## src/rtl/core/assert_macros.svh

```systemverilog
`ifndef ASSERT_MACROS_SVH
`define ASSERT_MACROS_SVH

// same-cycle implication, checked out of reset
`define ASSERT_IMPLY(lbl, ante, cons, msg) \
    lbl: assert property (@(posedge clk) disable iff (!rst_n) (ante) |-> (cons)) else $error(msg);

// next-cycle implication, checked out of reset
`define ASSERT_NEXT(lbl, ante, cons, msg) \
    lbl: assert property (@(posedge clk) disable iff (!rst_n) (ante) |=> (cons)) else $error(msg);

`endif

```

## src/rtl/core/rrts_pkg.sv

```systemverilog
package rrts_pkg;

    localparam int THREAD_SLOTS = 16;
    localparam int SLOT_W       = $clog2(THREAD_SLOTS);
    localparam int ID_W         = 4;
    localparam int ACTION_W     = 2;
    localparam int STATUS_W     = 2;
    localparam int PHASE_W      = 2;

    localparam logic [ACTION_W-1:0] ACT_CREATE = 2'd0;
    localparam logic [ACTION_W-1:0] ACT_TICK   = 2'd1;
    localparam logic [ACTION_W-1:0] ACT_JOIN   = 2'd2;
    localparam logic [ACTION_W-1:0] ACT_EXIT   = 2'd3;

    localparam logic [STATUS_W-1:0] STAT_DONE      = 2'd0;
    localparam logic [STATUS_W-1:0] STAT_NO_FREE   = 2'd1;
    localparam logic [STATUS_W-1:0] STAT_BLOCKED   = 2'd2;
    localparam logic [STATUS_W-1:0] STAT_MAIN_BUSY = 2'd3;

    localparam logic [PHASE_W-1:0] PH_FREE    = 2'd0;
    localparam logic [PHASE_W-1:0] PH_READY   = 2'd1;
    localparam logic [PHASE_W-1:0] PH_RUNNING = 2'd2;

    typedef struct packed {
        logic [ACTION_W-1:0] action;
        logic [ID_W-1:0]     target_slot;
    } item_t;

    typedef struct packed {
        logic [ID_W-1:0]     thread_id;
        logic [STATUS_W-1:0] status;
        logic [ID_W-1:0]     running_slot;
    } result_t;

    typedef struct packed {
        logic [PHASE_W-1:0] phase;
        logic               exited;
        logic               blocked;
        logic               joiner_valid;
        logic [SLOT_W-1:0]  joiner;
    } slot_entry_t;

    typedef struct packed {
        logic [SLOT_W-1:0]  addr;
        logic               phase_en;
        logic [PHASE_W-1:0] phase;
        logic               exited_en;
        logic               exited;
        logic               blocked_en;
        logic               blocked;
        logic               joiner_en;
        logic [SLOT_W-1:0]  joiner;
    } slot_write_t;

endpackage

```

## src/rtl/core/rrts_slot_table.sv

```systemverilog
module rrts_slot_table
    import rrts_pkg::*;
(
    input  logic              clk,
    input  logic              rst_n,
    input  logic [SLOT_W-1:0] rd_addr,
    output slot_entry_t       rd_entry,
    input  slot_write_t       wr
);

    logic [PHASE_W-1:0] phase_reg   [THREAD_SLOTS];
    logic               exited_reg  [THREAD_SLOTS];
    logic               blocked_reg [THREAD_SLOTS];
    logic               jvalid_reg  [THREAD_SLOTS];
    logic [SLOT_W-1:0]  joiner_reg  [THREAD_SLOTS];

    always_ff @(posedge clk or negedge rst_n)
    begin
        if (!rst_n)
        begin
            for (int i = 0; i < THREAD_SLOTS; i++)
            begin
                phase_reg[i]   <= (i == 0) ? PH_RUNNING : PH_FREE;
                exited_reg[i]  <= 1'b0;
                blocked_reg[i] <= 1'b0;
                jvalid_reg[i]  <= 1'b0;
            end
        end
        else
        begin
            if (wr.phase_en)
            begin
                phase_reg[wr.addr] <= wr.phase;
            end
            if (wr.exited_en)
            begin
                exited_reg[wr.addr] <= wr.exited;
            end
            if (wr.blocked_en)
            begin
                blocked_reg[wr.addr] <= wr.blocked;
            end
            if (wr.joiner_en)
            begin
                jvalid_reg[wr.addr] <= 1'b1;
            end
        end
    end

    always_ff @(posedge clk)
    begin
        if (wr.joiner_en)
        begin
            joiner_reg[wr.addr] <= wr.joiner;
        end
    end

    always_comb
    begin
        rd_entry.phase        = phase_reg[rd_addr];
        rd_entry.exited       = exited_reg[rd_addr];
        rd_entry.blocked      = blocked_reg[rd_addr];
        rd_entry.joiner_valid = jvalid_reg[rd_addr];
        rd_entry.joiner       = joiner_reg[rd_addr];
    end

endmodule

```

## src/rtl/core/rrts_seq.sv

```systemverilog
module rrts_seq
    import rrts_pkg::*;
(
    input  logic              clk,
    input  logic              rst_n,
    input  logic              start,
    input  item_t             item,
    output logic              idle,
    output logic [SLOT_W-1:0] rd_addr,
    input  slot_entry_t       rd_entry,
    output slot_write_t       wr,
    output logic              done,
    output result_t           res,
    input  logic              take
);

    localparam logic [3:0] S_IDLE      = 4'd0;
    localparam logic [3:0] S_SCAN      = 4'd1;
    localparam logic [3:0] S_WR_OLD    = 4'd2;
    localparam logic [3:0] S_WR_NEW    = 4'd3;
    localparam logic [3:0] S_JOIN      = 4'd4;
    localparam logic [3:0] S_BLOCK     = 4'd5;
    localparam logic [3:0] S_EXIT      = 4'd6;
    localparam logic [3:0] S_MAIN_SCAN = 4'd7;
    localparam logic [3:0] S_FREE      = 4'd8;
    localparam logic [3:0] S_DONE      = 4'd9;

    localparam int                CMP_W     = SLOT_W + ID_W + 1;
    localparam logic [SLOT_W-1:0] LAST_SLOT = SLOT_W'(THREAD_SLOTS - 1);

    logic [3:0]          state_reg, state_next;
    logic [ACTION_W-1:0] action_reg, action_next;
    logic [ID_W-1:0]     target_reg, target_next;
    logic [SLOT_W-1:0]   cur_reg, cur_next;
    logic [SLOT_W-1:0]   idx_reg, idx_next;
    logic [SLOT_W-1:0]   cnt_reg, cnt_next;
    logic [SLOT_W-1:0]   new_reg, new_next;
    logic                old_run_reg, old_run_next;
    logic [SLOT_W-1:0]   tid_reg, tid_next;
    logic [STATUS_W-1:0] status_reg, status_next;

    logic [SLOT_W-1:0] idx_step;
    logic [SLOT_W-1:0] target_idx;
    logic              target_ok;
    logic              scan_hit;

    assign idx_step   = (idx_reg == LAST_SLOT) ? '0 : idx_reg + 1'b1;
    assign target_idx = SLOT_W'(target_reg);
    assign target_ok  = CMP_W'(target_reg) < CMP_W'(THREAD_SLOTS);
    assign scan_hit   = (action_reg == ACT_CREATE)
                      ? (!rd_entry.exited && rd_entry.phase == PH_FREE)
                      : (rd_entry.phase == PH_READY && !rd_entry.blocked);

    always_comb
    begin
        case (state_reg)
            S_JOIN:  rd_addr = target_idx;
            S_EXIT:  rd_addr = cur_reg;
            default: rd_addr = idx_reg;
        endcase
    end

    always_comb
    begin
        state_next   = state_reg;
        action_next  = action_reg;
        target_next  = target_reg;
        cur_next     = cur_reg;
        idx_next     = idx_reg;
        cnt_next     = cnt_reg;
        new_next     = new_reg;
        old_run_next = old_run_reg;
        tid_next     = tid_reg;
        status_next  = status_reg;
        wr           = '0;
        wr.addr      = idx_reg;

        case (state_reg)
            S_IDLE:
            begin
                if (start)
                begin
                    action_next = item.action;
                    target_next = item.target_slot;
                    cnt_next    = '0;
                    status_next = STAT_DONE;
                    tid_next    = cur_reg;
                    case (item.action)
                        ACT_CREATE:
                        begin
                            idx_next   = '0;
                            state_next = S_SCAN;
                        end
                        ACT_TICK:
                        begin
                            idx_next   = cur_reg;
                            state_next = S_SCAN;
                        end
                        ACT_JOIN: state_next = S_JOIN;
                        default:  state_next = S_EXIT;
                    endcase
                end
            end
            S_SCAN:
            begin
                if (action_reg == ACT_TICK && cnt_reg == '0)
                begin
                    old_run_next = (rd_entry.phase == PH_RUNNING);
                end
                if (scan_hit)
                begin
                    if (action_reg == ACT_CREATE)
                    begin
                        wr.addr       = idx_reg;
                        wr.phase_en   = 1'b1;
                        wr.phase      = PH_READY;
                        wr.exited_en  = 1'b1;
                        wr.exited     = 1'b0;
                        wr.blocked_en = 1'b1;
                        wr.blocked    = 1'b0;
                        tid_next      = idx_reg;
                        state_next    = S_DONE;
                    end
                    else
                    begin
                        new_next   = idx_reg;
                        state_next = S_WR_OLD;
                    end
                end
                else if (cnt_reg == LAST_SLOT)
                begin
                    if (action_reg == ACT_CREATE)
                    begin
                        tid_next    = '0;
                        status_next = STAT_NO_FREE;
                        state_next  = S_DONE;
                    end
                    else
                    begin
                        new_next   = cur_reg;
                        state_next = S_WR_OLD;
                    end
                end
                else
                begin
                    idx_next = idx_step;
                    cnt_next = cnt_reg + 1'b1;
                end
            end
            S_WR_OLD:
            begin
                wr.addr     = cur_reg;
                wr.phase_en = old_run_reg;
                wr.phase    = PH_READY;
                state_next  = S_WR_NEW;
            end
            S_WR_NEW:
            begin
                wr.addr     = new_reg;
                wr.phase_en = 1'b1;
                wr.phase    = PH_RUNNING;
                cur_next    = new_reg;
                tid_next    = new_reg;
                state_next  = S_DONE;
            end
            S_JOIN:
            begin
                if (target_ok && !rd_entry.exited)
                begin
                    wr.addr      = target_idx;
                    wr.joiner_en = 1'b1;
                    wr.joiner    = cur_reg;
                    status_next  = STAT_BLOCKED;
                    state_next   = S_BLOCK;
                end
                else
                begin
                    state_next = S_DONE;
                end
            end
            S_BLOCK:
            begin
                wr.addr       = cur_reg;
                wr.blocked_en = 1'b1;
                wr.blocked    = 1'b1;
                state_next    = S_DONE;
            end
            S_EXIT:
            begin
                if (rd_entry.joiner_valid)
                begin
                    wr.addr       = rd_entry.joiner;
                    wr.blocked_en = 1'b1;
                    wr.blocked    = 1'b0;
                end
                if (cur_reg == '0)
                begin
                    idx_next   = SLOT_W'(1);
                    state_next = S_MAIN_SCAN;
                end
                else
                begin
                    state_next = S_FREE;
                end
            end
            S_MAIN_SCAN:
            begin
                if (rd_entry.phase == PH_READY)
                begin
                    status_next = STAT_MAIN_BUSY;
                    state_next  = S_DONE;
                end
                else if (idx_reg == LAST_SLOT)
                begin
                    state_next = S_DONE;
                end
                else
                begin
                    idx_next = idx_step;
                end
            end
            S_FREE:
            begin
                wr.addr      = cur_reg;
                wr.phase_en  = 1'b1;
                wr.phase     = PH_FREE;
                wr.exited_en = 1'b1;
                wr.exited    = 1'b1;
                state_next   = S_DONE;
            end
            S_DONE:
            begin
                if (take)
                begin
                    state_next = S_IDLE;
                end
            end
            default:
            begin
                state_next = S_IDLE;
            end
        endcase
    end

    always_ff @(posedge clk or negedge rst_n)
    begin
        if (!rst_n)
        begin
            state_reg <= S_IDLE;
            cur_reg   <= '0;
        end
        else
        begin
            state_reg <= state_next;
            cur_reg   <= cur_next;
        end
    end

    always_ff @(posedge clk)
    begin
        action_reg  <= action_next;
        target_reg  <= target_next;
        idx_reg     <= idx_next;
        cnt_reg     <= cnt_next;
        new_reg     <= new_next;
        old_run_reg <= old_run_next;
        tid_reg     <= tid_next;
        status_reg  <= status_next;
    end

    assign idle             = (state_reg == S_IDLE);
    assign done             = (state_reg == S_DONE);
    assign res.thread_id    = ID_W'(tid_reg);
    assign res.status       = status_reg;
    assign res.running_slot = ID_W'(cur_reg);

endmodule

```

## src/rtl/core/round_robin_thread_scheduler_core.sv

```systemverilog
// Round-robin thread scheduler over a table of THREAD_SLOTS slots (16). Each item
// is one action (create, tick, join, exit) and yields exactly one result beat with
// the affected slot, a status code and the slot running afterwards. The block takes
// one item at a time: the slot table has a single read port, and a sequencer walks
// it one slot per cycle. Create and tick scan up to THREAD_SLOTS slots before the
// result beat is formed; the next item is taken while that result waits in the
// output register.
`include "assert_macros.svh"

module round_robin_thread_scheduler_core
    import rrts_pkg::*;
(
    input  logic    clk,
    input  logic    rst_n,
    input  logic    item_valid,
    output logic    item_stall,
    input  item_t   item,
    output logic    result_valid,
    input  logic    result_stall,
    output result_t result
);

    logic              seq_idle;
    logic              seq_start;
    logic              seq_done;
    logic              seq_take;
    result_t           seq_res;
    logic [SLOT_W-1:0] rd_addr;
    slot_entry_t       rd_entry;
    slot_write_t       wr;

    logic    result_valid_reg;
    result_t result_reg;

    assign item_stall = !seq_idle;
    assign seq_start  = item_valid && seq_idle;
    assign seq_take   = seq_done && (!result_valid_reg || !result_stall);

    rrts_slot_table u_table (
        .clk      (clk),
        .rst_n    (rst_n),
        .rd_addr  (rd_addr),
        .rd_entry (rd_entry),
        .wr       (wr)
    );

    rrts_seq u_seq (
        .clk      (clk),
        .rst_n    (rst_n),
        .start    (seq_start),
        .item     (item),
        .idle     (seq_idle),
        .rd_addr  (rd_addr),
        .rd_entry (rd_entry),
        .wr       (wr),
        .done     (seq_done),
        .res      (seq_res),
        .take     (seq_take)
    );

    always_ff @(posedge clk or negedge rst_n)
    begin
        if (!rst_n)
        begin
            result_valid_reg <= 1'b0;
        end
        else if (seq_take)
        begin
            result_valid_reg <= 1'b1;
        end
        else if (!result_stall)
        begin
            result_valid_reg <= 1'b0;
        end
    end

    always_ff @(posedge clk)
    begin
        if (seq_take)
        begin
            result_reg <= seq_res;
        end
    end

    assign result_valid = result_valid_reg;
    assign result       = result_reg;

    `ASSERT_NEXT(a_busy_after_accept, item_valid && !item_stall, item_stall, "accepted beat did not hold off the next one")
    `ASSERT_IMPLY(a_no_free_id_zero, result_valid && result.status == STAT_NO_FREE, result.thread_id == '0, "no-free result carries a nonzero slot")
    `ASSERT_IMPLY(a_main_exit_slot, result_valid && result.status == STAT_MAIN_BUSY, result.running_slot == '0, "main-exit status while main is not current")
    `ASSERT_IMPLY(a_blocked_is_caller, result_valid && result.status == STAT_BLOCKED, result.thread_id == result.running_slot, "blocked caller is not the current slot")

endmodule

```

## config.mk

```make
export PLATFORM = sky130hd
export DESIGN_NAME = round_robin_thread_scheduler_core
export DESIGN_NICKNAME = d
export VERILOG_FILES = /design/src/rtl/core/rrts_pkg.sv /design/src/rtl/core/rrts_slot_table.sv /design/src/rtl/core/rrts_seq.sv /design/src/rtl/core/round_robin_thread_scheduler_core.sv
export VERILOG_INCLUDE_DIRS = /design/src /design/src/rtl/core
export SDC_FILE = /design/constraint.sdc
export NUM_CORES = 1
export LEC_CHECK = 0
export BUFFER_PORTS_ARGS = -buffer_cell sky130_fd_sc_hd__buf_2
export CORE_ASPECT_RATIO = 1.1
export CORE_MARGIN = 2
export CORE_UTILIZATION = 25
export CTS_BUF_LIST = sky130_fd_sc_hd__clkbuf_16
export CTS_CLUSTER_SIZE = 14
export DETAILED_ROUTE_END_ITERATION = 8
export GPL_TIMING_DRIVEN = 0
export SYNTH_ARGS = -nofsm -noshare
export SYNTH_HDL_FRONTEND = slang
export SYNTH_SLANG_ARGS = --single-unit
```

## constraint.sdc

```tcl
create_clock -name clk -period 5.1 [get_ports clk]
set_input_delay 0.765 -clock clk [delete_from_list [all_inputs] [get_ports clk]]
set_output_delay 0.765 -clock clk [all_outputs]
set_load 0.005 [all_outputs]
```

# Word level (Yosys, flattened, before mapping)
# Memory sizes are Yosys's and may differ from the RTL's.
# Cells that the tools add are included.
[op_classes]
order_cmp = 3
n_mux = 77
addsub = 2
reduce_logical = 34
eq_ne = 31
bitwise = 4
[op_table]
columns = ["operator", "n"]
rows = [
  ["$mux W4", 30],
  ["$bwmux W16", 2],
  ["$bwmux W32", 1],
  ["$pmux W4 S8", 1],
  ["$pmux W4 S2", 3],
  ["$mux W2", 10],
  ["$pmux W4 S5", 1],
  ["$eq A4 B3 Y1 const B", 4],
  ["$eq A4 B4 Y1 const B", 4],
  ["$or A16 B16 Y16", 1],
  ["$pmux W4 S4", 1],
  ["$mux W7", 2],
  ["$ne A2 B1 Y1 const B", 7],
  ["$bmux W1 S4", 3],
  ["$logic_not A4 Y1", 3],
  ["$mux W1", 12],
  ["$pmux W3 S4", 1],
  ["$pmux W4 S3", 1],
  ["$reduce_and A4 Y1", 3],
  ["$ge A5 B5 Y1 const B", 2],
  ["$mux W5", 2],
  ["$ne A2 B2 Y1 const B", 5],
  ["$not A4 Y5", 2],
  ["$ne A3 B1 Y1 const B", 3],
  ["27 further kinds", 47],
]
[totals]
elab_cells = 230
mem_bits_rw = 64
mem_count = 1
ff_bits = 124
out_inout_bits = 12
[memory_table]
columns = ["memory", "words", "word_bits", "read_ports", "rd_clocked_by_memory_dff", "write_ports", "line", "source"]
rows = [
  ["u_table.joiner_reg", 16, 4, 1, 0, 1, "rrts_slot_table.sv:15", "logic [SLOT_W-1:0] joiner_reg [THREAD_SLOTS];"],
]

# Logic depth before layout (Yosys ltp)
[depth]
depth_word = 14
ltp_mapped = 16
ltp_nobuf = 10

# Cells and area by module
# From an unflattened synthesis, not the netlist that was laid out.
[hier_totals]
hier_cells = 657
hier_area_um2 = 9265.1
[modules_own_cells]
columns = ["module", "cells_per_inst", "instances", "seq_area_each_um2", "area_each_um2"]
rows = [
  ["rrts_slot_table", 397, 1, 3925.0, 6596.3],
  ["rrts_seq", 245, 1, 950.9, 2314.7],
  ["round_robin_thread_scheduler_core", 15, 1, 325.3, 354.1],
]

# Worst setup path after synthesis
# OpenSTA, ideal clock, no wires.
[synth_path]
path_type = "register to register"
startpoint = "register u_seq.state_reg[3]"
endpoint = "register u_seq.cnt_reg[0] (enable)"
path_stages_with_launch = 14
path_slack_ns = 0.601
arrival_ns = 4.109
path_buffers = 4
t_required_ns = 4.710
period_less_slack_ns = 4.499
setup_ns = 0.390
path_cell_list = "dfrtp_1 -> buf_2 -> nor3b_4 -> buf_6 -> mux2i_1 -> clkbuf_1 -> buf_2 -> mux2i_1 -> a211oi_1 -> a211oi_1 -> o221ai_1 -> a21oi_1 -> or3b_2 -> a2111oi_0"
[synth_via]
elab_chain_cells = 11
[synth_rtl]
columns = ["element", "line", "source"]
rows = [
  ["from (decl)", "rrts_seq.sv:31", "logic [3:0] state_reg, state_next;"],
  ["from (signal assigned)", "rrts_seq.sv:254", "state_reg <= state_next;"],
  ["$eq A4 B3 Y1", "rrts_seq.sv:56", "case (state_reg)"],
  ["$pmux W4 S2", "rrts_seq.sv:56", ""],
  ["$not A4 Y5 (not written as such)", "rrts_slot_table.sv:60, rrts_slot_table.sv:61, rrts_slot_table.sv:62", ""],
  ["$bmux W2 S4, or another cell as far along", "rrts_slot_table.sv:60", "rd_entry.phase = phase_reg[rd_addr];"],
  ["$mux W2 (not written as such), or another cell as far along (2 in series)", "rrts_slot_table.sv:60", ""],
  ["$eq A2 B1 Y1, or another cell as far along", "rrts_seq.sv:52", ": (rd_entry.phase == PH_READY && !rd_entry.blocked);"],
  ["$logic_and A1 B1 Y1, on equally long branches", "rrts_seq.sv:52, rrts_seq.sv:51", ""],
  ["$mux W1", "rrts_seq.sv:51", "? (!rd_entry.exited && rd_entry.phase == PH_FREE)"],
  ["$ne A2 B2 Y1 (no source line)", "n/a", ""],
  ["$reduce_and A4 Y1 (no source line) *", "n/a", ""],
  ["to (signal assigned)", "rrts_seq.sv:264", "cnt_reg <= cnt_next;"],
  ["to (decl)", "rrts_seq.sv:36", "logic [SLOT_W-1:0] cnt_reg, cnt_next;"],
]
# Every way passes the cells marked *; elsewhere a longest branch is shown, timed or not. The select of a mux whose other input is x is not followed.
# A chain may end at the register's enable or synchronous reset.

# Worst setup path after layout
[layout_path]
startpoint = "register u_seq.state_reg[3]"
endpoint = "memory u_table.joiner_reg[11][0] (netlist name) (enable)"
[layout_via]
elab_chain_cells = 10
[layout_rtl]
columns = ["element", "line", "source"]
rows = [
  ["$eq A4 B3 Y1", "rrts_seq.sv:56, rrts_seq.sv:78", ""],
  ["$pmux W4 S2", "rrts_seq.sv:56", ""],
  ["$not A4 Y5 (not written as such)", "n/a", ""],
  ["$bmux W1 S4", "rrts_slot_table.sv:61", "rd_entry.exited = exited_reg[rd_addr];"],
  ["$mux W1 (not written as such) (2 in series)", "rrts_slot_table.sv:61", ""],
  ["$mux W5", "rrts_seq.sv:168", "if (target_ok && !rd_entry.exited)"],
  ["$mux W5", "rrts_seq.sv:78", "case (state_reg)"],
  ["$mux W1", "rrts_slot_table.sv:52", "if (wr.joiner_en)"],
  ["$mux W1 (not written as such)", "rrts_slot_table.sv:54", "joiner_reg[wr.addr] <= wr.joiner;"],
  ["to (decl)", "rrts_slot_table.sv:15", ""],
]
# Parallel ways exist; a longest one is shown, timed or not. The select of a mux whose other input is x is not followed.

==> flow_metrics.py <==
metrics = {
    "placed_design": {
        "place_inst": 1240,
        "io_buffers": 21,
        "pre_cts_ws_ns": -1.03,
        "dp_hpwl_mm": 17.0,
        "gp_congestion": 0.885,
    },
    "timing": {
        "report.final.hold_viol_count": 0,
        "fin_worst_skew_ns": 0.0135,
        "period_needed_ns": 5.00,
        "max_freq_mhz": 200,
        "relSlewSlack_pct": 32.4,
        "worst_pin_slew_ns": 1.01,
        "setup_violations": 0,
        "rsz0062_at_grt": "true",
        "slew_viol_final": 0,
        "finalCritPeriodShare_pct": 98.1,
        "tns_ns": 0,
        "fin_ws_ns": 0.0956,
    },
    "global_routing": {
        "grt_pass1_wl_mm": 37.7,
        "gr-usage-all-layers_pct": 12.7,
        "grt_pass1_vias": 6386,
        "antenna_found_initial": 0,
        "grt_overflow": 0,
        "grt_max_degree": 50,
    },
    "finish": {
        "most-common-layout-cells": "edfxtp_1 (99), dfrtp_1 (88), mux2i_1 (63), nand2_1 (42), nor2_1 (35)",
        "layout-drive-gt1-share_pct": 19.8,
        "nNetsFinal": 792,
        "largest_reg_flops": 64,
        "synthToLayoutAreaGrowth_pct": 17.4,
        "instances_no_fill": 1279,
        "antenna_cells": 0,
        "final_common_cell": "edfxtp_1",
        "final_util_pct": 29.9,
    },
    "job": {
        "cap_viol_max_count": 0,
    },
    "routing": {
        "vias_per_cell": 4.91,
        "wire_per_inst_um": 18.7,
        "dr.pass1.iters": 5,
        "ant_nets": 0,
        "drtIter0Drc": 483,
        "num_vias": 6283,
        "drcViolationCount": 0,
        "routed_wl_mm": 23.9,
    },
    "logic_synthesis": {
        "syn_inst": 731,
        "yosysWarnings": 0,
        "synth_enable_flop_cells": 99,
        "syn-num-nets": 744,
        "async_reset_ff_share_pct": 47.3,
        "synth_seq_area_share_pct": 56.2,
        "synth_ff_type": "edfxtp_1",
        "yosysUniqueCellTypes": 73,
        "syn_area_um2": 9250,
        "synth.area.top_cells": "edfxtp_1 (32%), dfrtp_1 (24%), mux2i_1 (7.0%)",
        "synth_top_cell_by_area": "edfxtp_1",
        "yosys_register_bits": 188,
        "synth_area_per_cell_um2": 12.7,
        "synth_top_area_share_pct": 32.1,
    },
    "cts": {
        "holdBufCountCts": 0,
        "tritoncts": "yes",
        "path_clk_slew_ns": 0.08,
        "cts_buffer_depth": 2,
        "cts.sinks": 188,
        "root_buffer": "clkbuf_16",
        "cts.htree.levels": 4,
        "cts_buffers": 17,
        "clk_latency_ns": 0.45,
    },
    "hold_path": {
        "min_path_type": "input pin to asynchronous set/reset pin",
    },
    "run_status": {
        "outcome": "finished, final reports clean",
    },
    "critical_path": {
        "crit_required_ns": 5.23,
        "endpoint_kind": "flip-flop",
        "critPathLaunch": "u_seq.state_reg[3]",
        "critPathLaunchType": "flip-flop",
        "critPathMaxFanout": 10,
        "crit_type": "flip-flop to flip-flop",
        "critical_path_arrival_ns": 5.13,
        "reg2reg_from": "u_seq.state_reg[3]",
    },
    "floorplanning": {
        "core_area_um2": 36400,
        "num_rows": 73,
        "die_y_um": 206,
        "initial_core_util_pct": 25.5,
        "die_w_um": 187,
        "ios": 22,
        "dieArea_um2": 38600,
    },
    "pwr": {
        "vdd_drop_max_mv": 0.295,
        "comb_power_share_pct": 47.1,
        "p_leak_nw": 4.29,
        "netSwitchingFraction_pct": 41.9,
        "seq_power_share_pct": 32.3,
        "pwr-share-clk_pct": 20.6,
        "power.net_switching_mw": 2.91,
        "internal-power_mw": 4.04,
        "power.total_mw": 6.95,
        "power.density_nw_per_um2": 639,
    },
}
-- critical path, stage by stage (launching register included) --
cell	delay (ns)
dfrtp_1	0.39
buf_2	0.19
nor3b_4	0.29
buf_6	0.21
mux2_2	0.37
buf_6	0.17
buf_4	0.21
a211oi_1	0.30
a2111oi_2	0.12
or4_1	0.64
o22ai_4	0.30
a211oi_4	0.11
buf_4	0.18
buf_4	0.13
nor4b_2	0.70
and2_1	0.39
-- repair_timing --
item	in CTS	in global routing
pin swaps	0	2
setup endpoints to repair	142	94
gates resized for setup	27	17
setup buffers	0	7
-- per-stage QoR --
step | area (µm²) | hold WS (ns)
detailed placement | 10000 | 0.406
global route | 10900 | 0.355
floorplan | 9250 | 0.400
finish | 10900 | 0.310
global placement | 9970 | 0.404
CTS | 10700 | 0.336
-- cell usage after synthesis, types with 5 or more instances --
cell type	instances
edfxtp_1	99
dfrtp_1	88
mux2i_1	65
nor2_1	45
nand2_1	43
mux2_1	32
o21ai_0	23
a211oi_1	22
clkbuf_1	22
a22o_1	19
nand3_1	17
buf_2	16
a21oi_1	15
o21bai_1	15
a22oi_1	14
nor2b_1	12
nor3_1	12
and2_1	11
and3_1	11
mux2_2	11
mux4_2	10
a21o_1	9
nand2b_1	9
inv_1	8
or2_1	8
a31oi_1	5
-- metal layers --
metal / track usage (%) / wire length (µm) / vias to the layer above
met5: 0 / 0 / -
met4: 5.26 / 713 / 0
met3: 1.67 / 823 / 45
met2: 21.7 / 11700 / 167
met1: 16.3 / 10600 / 3188
li1: - / - / 2883
-- final cells by class --
type                       count  area, µm²
tap                          487        609
clock buffer                  17        425
timing repair buffer          29        188
inverter                       8       30.0
buffer                        46        228
fill                        3777      25500
sequential                   188       5200
multi-input combinational    489       3970
clock inverter                15        211
-- final timing paths --
| kind | end | slack [ns] | depth (start not counted) |
|---|---|---|---|
| max | u_table.joiner_reg[11][0] | 0.1 | 15 |
| min | u_seq.cur_reg[0] | 0.31 | 1 |
| max reg2reg | u_table.joiner_reg[11][0] | 0.1 | 15 |
| min reg2reg | result[7] | 0.41 | 0 |
| max in group asynchronous | u_table.jvalid_reg[14] | 4.14 | 2 |
| min in group clk | result[7] | 0.41 | 0 |
-- cell families (layout without fill, tap and decap cells) --
group	count (synthesis)	in the layout	share of synthesized area [%]
XOR/XNOR	4	4	0.379
multiplexers	122	122	15.3
adder cells (fa/ha/maj)	3	3	0.406
buffers and inverters	54	115	2.69
flip-flops	188	188	56.2
AO/OA/AOI/OAI	155	155	12.5
AND/OR/NAND/NOR	205	205	12.5
-- power by group through the flow --
stage	combinational [mW]	clock, mW	sequential, mW
2_1_floorplan	2.20	0	2.20
3_3_place_gp	2.99	0	2.26
3_5_place_dp	3.02	0	2.27
4_1_cts	3.14	1.45	2.24
5_1_grt	3.52	1.51	2.29
6_report	3.27	1.43	2.25
(Power assumes the default switching activity.)
